===== src/rtl/core/sfrs_pkg.sv =====
// shared constants, types and codes of the spi flash read slave
package sfrs_pkg;

   localparam int MEM_DEPTH = 65536;
   localparam int MEM_AW    = $clog2(MEM_DEPTH);
   localparam int PTR_W     = 25;

   localparam logic [7:0] OP_READ  = 8'h03;
   localparam logic [7:0] OP_DUAL  = 8'hbb;
   localparam logic [7:0] OP_QUAD  = 8'heb;
   localparam logic [7:0] OP_WREN  = 8'h50;
   localparam logic [7:0] OP_RDSR2 = 8'h35;
   localparam logic [7:0] OP_WRSR2 = 8'h31;

   localparam logic [7:0] SR2_READ_VALUE = 8'hfd;
   localparam logic [7:0] CONT_MASK      = 8'h30;
   localparam logic [7:0] CONT_MATCH     = 8'h20;
   localparam logic [2:0] QUAD_DUMMY     = 3'd4;

   localparam logic [2:0] ERR_NONE     = 3'd0;
   localparam logic [2:0] ERR_PARTIAL  = 3'd1;
   localparam logic [2:0] ERR_CLOCK    = 3'd2;
   localparam logic [2:0] ERR_UNDEF_RD = 3'd3;
   localparam logic [2:0] ERR_BAD_CMD  = 3'd4;
   localparam logic [2:0] ERR_NO_WREN  = 3'd5;

   typedef enum logic [6:0] {
      PH_CMD   = 7'b0000001,
      PH_ADDR  = 7'b0000010,
      PH_MODE  = 7'b0000100,
      PH_DUMMY = 7'b0001000,
      PH_DATA  = 7'b0010000,
      PH_RDREG = 7'b0100000,
      PH_WRREG = 7'b1000000
   } phase_type;

   typedef enum logic [2:0] {
      CMD_UNDEF = 3'd0,
      CMD_READ  = 3'd1,
      CMD_DUAL  = 3'd2,
      CMD_QUAD  = 3'd3,
      CMD_WREN  = 3'd4,
      CMD_RDSR2 = 3'd5,
      CMD_WRSR2 = 3'd6
   } command_type;

   typedef enum logic [1:0] {
      LANE_SINGLE = 2'd0,
      LANE_DUAL   = 2'd1,
      LANE_QUAD   = 2'd2,
      LANE_SPARE  = 2'd3
   } lane_type;

   typedef struct packed {
      logic [3:0] io_out;
      logic [3:0] output_enable;
      logic [2:0] error_code;
      logic [7:0] status_two;
   } result_type;

endpackage


===== src/rtl/core/sfrs_out_buf.sv =====
// result register with one skid stage
module sfrs_out_buf (
   input  logic                 clock,
   input  logic                 reset,
   input  logic                 push,
   input  sfrs_pkg::result_type push_data,
   output logic                 full,
   output logic                 out_valid,
   input  logic                 out_stall,
   output sfrs_pkg::result_type out_data
);
   import sfrs_pkg::*;

   logic       main_valid_ff, main_valid_in;
   logic       skid_valid_ff, skid_valid_in;
   result_type main_data_ff, main_data_in;
   result_type skid_data_ff, skid_data_in;
   logic       take;

   assign take      = main_valid_ff && !out_stall;
   assign full      = skid_valid_ff;
   assign out_valid = main_valid_ff;
   assign out_data  = main_data_ff;

   always_comb begin
      main_valid_in = main_valid_ff;
      skid_valid_in = skid_valid_ff;
      main_data_in  = main_data_ff;
      skid_data_in  = skid_data_ff;
      if (take) begin
         if (skid_valid_ff) begin
            main_data_in  = skid_data_ff;
            skid_valid_in = 1'b0;
         end else begin
            main_valid_in = push;
            main_data_in  = push_data;
         end
      end else if (push) begin
         if (!main_valid_ff) begin
            main_valid_in = 1'b1;
            main_data_in  = push_data;
         end else begin
            skid_valid_in = 1'b1;
            skid_data_in  = push_data;
         end
      end
   end

   always_ff @(posedge clock) begin
      if (reset) begin
         main_valid_ff <= 1'b0;
         skid_valid_ff <= 1'b0;
      end else begin
         main_valid_ff <= main_valid_in;
         skid_valid_ff <= skid_valid_in;
      end
      main_data_ff <= main_data_in;
      skid_data_ff <= skid_data_in;
   end

endmodule


===== config.mk =====
export PLATFORM = sky130hd
export DESIGN_NAME = sfrs_out_buf
export DESIGN_NICKNAME = d
export VERILOG_FILES = /design/src/rtl/core/sfrs_pkg.sv /design/src/rtl/core/sfrs_out_buf.sv
export SDC_FILE = /design/constraint.sdc
export NUM_CORES = 1
export LEC_CHECK = 0
export BUFFER_PORTS_ARGS = -buffer_cell sky130_fd_sc_hd__buf_2
export CAP_MARGIN = 20
export CORE_MARGIN = 5
export CORE_UTILIZATION = 45
export CTS_CLUSTER_SIZE = 20
export DETAILED_ROUTE_END_ITERATION = 8
export HOLD_SLACK_MARGIN = 0.12
export PLACE_DENSITY = 0.74
export SETUP_SLACK_MARGIN = 0.05
export SLEW_MARGIN = 20
export SYNTH_ARGS = -nofsm -noshare
export SYNTH_HDL_FRONTEND = slang
export SYNTH_SLANG_ARGS = --single-unit

===== constraint.sdc =====
create_clock -name clock -period 1.7 [get_ports clock]
set_input_delay 0 -clock clock [delete_from_list [all_inputs] [get_ports clock]]
set_output_delay 0 -clock clock [all_outputs]
set_load 0.005 [all_outputs]

-- Word level (Yosys, flattened, before mapping)
Index checks and enable logic that the tools add are counted.
Widths: inputs -> output; s select.
- bits of input ports: 23
- register bits: 40
- output and inout bits: 21
- word-level logic and storage cells: 28
- reduce and logical (&&, ||, !) cells: 8
- eq/ne operators: 2
- mux-type cells: 7
- bitwise operators: 1
- operators by type and width (kind ; count):
    $mux 19 ; 4
    $reduce_and 2->1 ; 3
    $mux 1 ; 3
    $reduce_and 3->1 ; 1
    $ne 2x1->1 const B ; 1
    $ne 2x2->1 const B ; 1
    $reduce_bool 2->1 ; 1
    $reduce_or 2->1 ; 1
    $logic_and 1x1->1 ; 1
    $logic_not 1->1 ; 1
    $not 1->1 ; 1

-- Depth between registers and ports, before layout
- depth after elaboration: 4
- mapped depth: 4

-- Worst setup path before layout
OpenSTA, ideal clock, no wires.
- path type: register -> register
- from: register main_valid_ff (netlist: out_valid)
- to: register main_data_ff, in the netlist out_data[0] (enable)
- slack: -0.002 ns
- path buffers: 0
- data required time: 1.301 ns
- setup time: 0.399 ns
- stages on the path, launching flop included: 2
- arrival time: 1.303 ns
- cell sequence: dfxtp_1 o21bai_1
- longest elaborated chain between the ends: 3
- elaborated cells on any way between the ends: 4
- classes of those cells: eq/ne (1); reduce/logical (3)
- RTL lines (what ; line ; text):
    start, declared ; sfrs_out_buf.sv:14 ; logic main_valid_ff, main_valid_in;
    start signal, assigned ; sfrs_out_buf.sv:54 ; main_valid_ff <= main_valid_in;
    $logic_and 1x1->1 ; sfrs_out_buf.sv:20 ; assign take = main_valid_ff && !out_stall;
    $ne 2x1->1 (no line) / $reduce_bool 2->1 (equally long branches) ; -- ;
    $reduce_and 2->1 (no line) * ; -- ;
    end signal, assigned ; sfrs_out_buf.sv:57 ; main_data_ff <= main_data_in;
    end, declared ; sfrs_out_buf.sv:16 ; result_type main_data_ff, main_data_in;
Mark *: on every way between the ends. The rest lies on a longest branch, timed or not.
A chain may end at the register's enable or synchronous reset.

-- Final worst setup path
- from: register main_valid_ff (netlist: out_valid)
- to: register skid_valid_ff (netlist: full)
- longest elaborated chain between the ends: 2
- elaborated cells on any way between the ends: 3
- classes of those cells: reduce/logical (3)
- RTL lines (what ; line ; text):
    $logic_and 1x1->1 ; sfrs_out_buf.sv:20 ;
    $reduce_or 2->1 (no line) ; -- ;
    end signal, assigned ; sfrs_out_buf.sv:55 ; skid_valid_ff <= skid_valid_in;
    end, declared ; sfrs_out_buf.sv:15 ; logic skid_valid_ff, skid_valid_in;
Parallel ways exist; a longest one is shown, timed or not.

==> flow_results.org <==
** Outcome
- The flow ran to the end, and the final reports show no timing, DRC or antenna violations.

** Synthesis
- For this run, the leading register cell type out of synthesis is edfxtp_1.
- In the synthesized netlist, the cells that appear most often are 38 x edfxtp_1, 10 x mux2_4, 9 x mux2_2, 2 x a21oi_1, 2 x dfxtp_1.
- For this run, the register share of the synthesized area comes to 0.780.
- The synthesized netlist occupies a cell area of 1520 um2.
- EDFF count, synth :: 38
- For this run, asynchronously set or reset flops after synthesis account for 0.
- Flip-flop and latch count after synthesis :: 40
- After technology mapping, the gate count stands at 70.
- Yosys printed 0 warnings.
- Cell type with the highest aggregate area in the netlist :: edfxtp_1
- In the post-synthesis netlist, the biggest area contributors are edfxtp_1 75%, mux2_4 9.9%, mux2_2 6.7%.
- Post-synthesis cell type count :: 14
- After synthesis, the mean cell area works out to 21.6 um2.
- Area share of the largest cell type after synthesis :: 0.753
- The number of nets handed over by synthesis was 93.
- Library cell with the highest instance count after synthesis :: edfxtp_1

** Layout
- Fillers :: 260
- Summing all non-filler instances in the final layout gives an area of 2130 um2.
- In the final layout, the share of cells above drive strength 1 is 0.510.
- The net count of the finished layout is 168.
- The area growth from synthesis to layout is 40.6%.
- The number of antenna diodes in the final layout is 0.
- At the end of the flow the core is filled with cells to 0.644.

** CTS
- Count of buffers added by post-CTS timing repair for setup :: 0
- Counting the buffers created by CTS gives 5.
- TritonCTS clock tree :: built
- Clock-pin slew was measured on the worst setup and hold paths at 110 ps.
- The H-tree was split into 2 levels.
- The clock reaches the later pin of the worst-skew pair after 340 ps.
- Root Buffer :: clkbuf_4
- Clock tree synthesis found a total of 40 sinks.
- Counting along the longest clock path gives a buffer depth of 2.

** Drt
- The detail route stage leaves a number of antenna-violating nets equal to 0.
- DRC violation total after the first TritonRoute iteration :: 51
- For this run, the detailed router's first-pass iteration total came to 3.
- Dividing the detail-routed wire length by the instance count gives 14.6 um.
- Via total after detailed routing :: 880
- Total length of routed wires :: 2790 um
- Vias per std cell :: 4.61
- DRC violations left :: 0

** Timing
- Setup repair after global routing left no endpoint under its margin.
- Clock skew on the completed layout was measured at 7.81 ps.
- For the final routed database, the setup TNS stands at 0 ps.
- Count of endpoints failing hold in the final timing report :: 0
- Setup violations remaining at the end of the flow were counted as 0.
- Based on the critical path, the design can be clocked at up to 711 MHz.
- Min cycle time layout :: 1410 ps
- Headroom to the max-slew limit :: 0.829
- Part of the cycle the worst path needs :: 0.827
- The tightest hold path in the finished design has a slack of 346 ps.
- Max Slew Vio Count :: 0
- Worst Tran Pin Value :: 256 ps

** Pwr
- P per Cell Area :: 971 nW/um2
- Reported leakage power :: 0.881 nW
- VDD IR-drop max :: 0.522 mV

** Worst setup path
- STA classifies the critical path startpoint as a flip-flop.
- Max incr delay on CP :: 570 ps
- Endpoint of the most critical register-to-register path :: full$_SDFFE_PP0P_
- The signal on the critical path passes through buf_4 > nor2b_1 > nor3_1 > dlygate4sd3_1.
- Source of the worst register-to-register timing path :: out_valid$_SDFFE_PP0P_
- At the worst endpoint, the required time is 1980 ps.
- Of all nets on the critical path, the largest fanout is 6.
- STA classifies the critical path endpoint as a flip-flop.
- Slack of the worst reg-to-reg path :: 290 ps
- Path type of the worst setup path :: flip-flop to flip-flop
- Data on the critical path arrives at its endpoint at 1690 ps.
- The largest individual stage delay along the critical path comes from the cell dlygate4sd3_1.
- Counting cells, the worst reg-to-reg path comes to 4.

** Global route
- Global routing finished with a remaining overflow of 0.
- The number of global-route vias before repair is 925.
- Total track usage :: 0.132
- Global-route wire length before repair :: 4280 um
- Entering global routing, the biggest net connects 20 pins.
- The initial antenna violation count was 0.

** Hold path
- The min-delay analysis places its worst path in the category primary input to flip-flop.
- Hold Path End :: skid_data_ff[5]$_DFFE_PP_
- Start point of the worst hold path :: out_stall
- WHS Path Cells :: 3

** Place
- Count of buffers from port buffering :: 43
- The congestion estimate from routability-driven global placement came to 0.647.
- Placed standard-cell area :: 1800 um2

** Floorplanning
- Die span in y :: 68.0 um
- I/O pin total :: 44
- The initialized floorplan defines 21 standard-cell rows.
- The floorplan step set the die width to 68.0 um.
- Core footprint :: 3310 um2
- Floorplan die area :: 4630 um2
- The initial utilization of the core area, before any placement, comes to 0.458.

** Job
- # Max-Cap Violations :: 0
==> placed cells by master (no fill, tap or decap), drive strengths merged <==
cell type    synthesis  final
a21oi                2      2
and3                 1      1
buf                  2     47
bufinv               0      2
clkbuf               0      5
dfxtp                2      2
dlygate4sd3          0     23
edfxtp              38     38
inv                  1      1
mux2                19     19
nand3b               1      1
nor2b                1      1
nor3                 1      1
o21ai                1      1
o21bai               1      1
==> cells by family (layout without fill, tap and decap cells) <==
logic type | after synthesis | count (layout) | synth area share
muxes | 19 | 19 | 0.166
DFF | 40 | 40 | 0.780
and+or+nand+nor | 4 | 4 | 0.0165
AOI/OAI and AO/OA | 4 | 4 | 0.0149
buffers and inverters | 3 | 78 | 0.0231
==> worst max path at each step <==
stage | from | endpoint | slack, ps
3_3_place_gp | out_valid$_SDFFE_PP0P_ | out_data[14]$_DFFE_PP_ | 420
3_5_place_dp | out_valid$_SDFFE_PP0P_ | out_data[12]$_DFFE_PP_ | 310
6_report | out_valid$_SDFFE_PP0P_ | full$_SDFFE_PP0P_ | 290
2_1_floorplan | out_valid$_SDFFE_PP0P_ | skid_data_ff[0]$_DFFE_PP_ | 340
4_1_cts | out_valid$_SDFFE_PP0P_ | out_data[1]$_DFFE_PP_ | 300
5_1_grt | out_valid$_SDFFE_PP0P_ | full$_SDFFE_PP0P_ | 200
==> layer usage <==
layer / vias up / GRT usage / part of all wire
met5: - / 0 / 0
met4: 0 / 0.0670 / 0.023
met3: 7 / 0.0460 / 0.055
met2: 26 / 0.239 / 0.55
met1: 424 / 0.132 / 0.38
li1: 423 / - / -
==> final cells by class <==
class | count | area, um2 | share of cell area
Sequential cell | 40 | 1180 | 0.554
Timing Repair Buffer | 70 | 488 | 0.229
Multi-Input combinational cell | 27 | 303 | 0.142
Clock inverter | 2 | 60.1 | 0.0282
Tap cell | 46 | 57.6 | 0.0270
Clock buffer | 5 | 37.5 | 0.0176
Inverter | 1 | 3.75 | 0.00176
==> power breakdown <==
| group | internal [mW] | leakage [nW] | switching (mW) | total [mW] |
|---|---|---|---|---|
| registers | 1.13 | 0.374 | 0.0125 | 1.15 |
| clock network | 0.450 | 0.0513 | 0.286 | 0.736 |
| logic | 0.113 | 0.456 | 0.0743 | 0.188 |
| total | 1.70 | 0.881 | 0.373 | 2.07 |
==> repair_timing <==
item                      CTS  global route
hold buffers               23             0
hold endpoints to repair   40             0
resized for setup           0             0
==> flip-flops by register name, summed over array words and instances (netlist names) <==
name and count:
out_data 19, full 1, skid_data_ff 19, out_valid 1
==> through the flow <==
stage | worst slack, ps | cells | power (mW)
detailed placement | 314 | 161 | 1.32
finish | 294 | 191 | 2.07
global route | 202 | 191 | 2.15
floorplan | 339 | 70 | 1.23
global placement | 416 | 161 | 1.31
CTS | 299 | 191 | 2.10
==> critical path, delay by kind of cell, from the launching register on <==
kind	cells	cell delay [ps]
DFF	1	330
buffers and inverters	2	720
and+or+nand+nor	2	300
No activity file was read; power rests on OpenSTA's default activity.
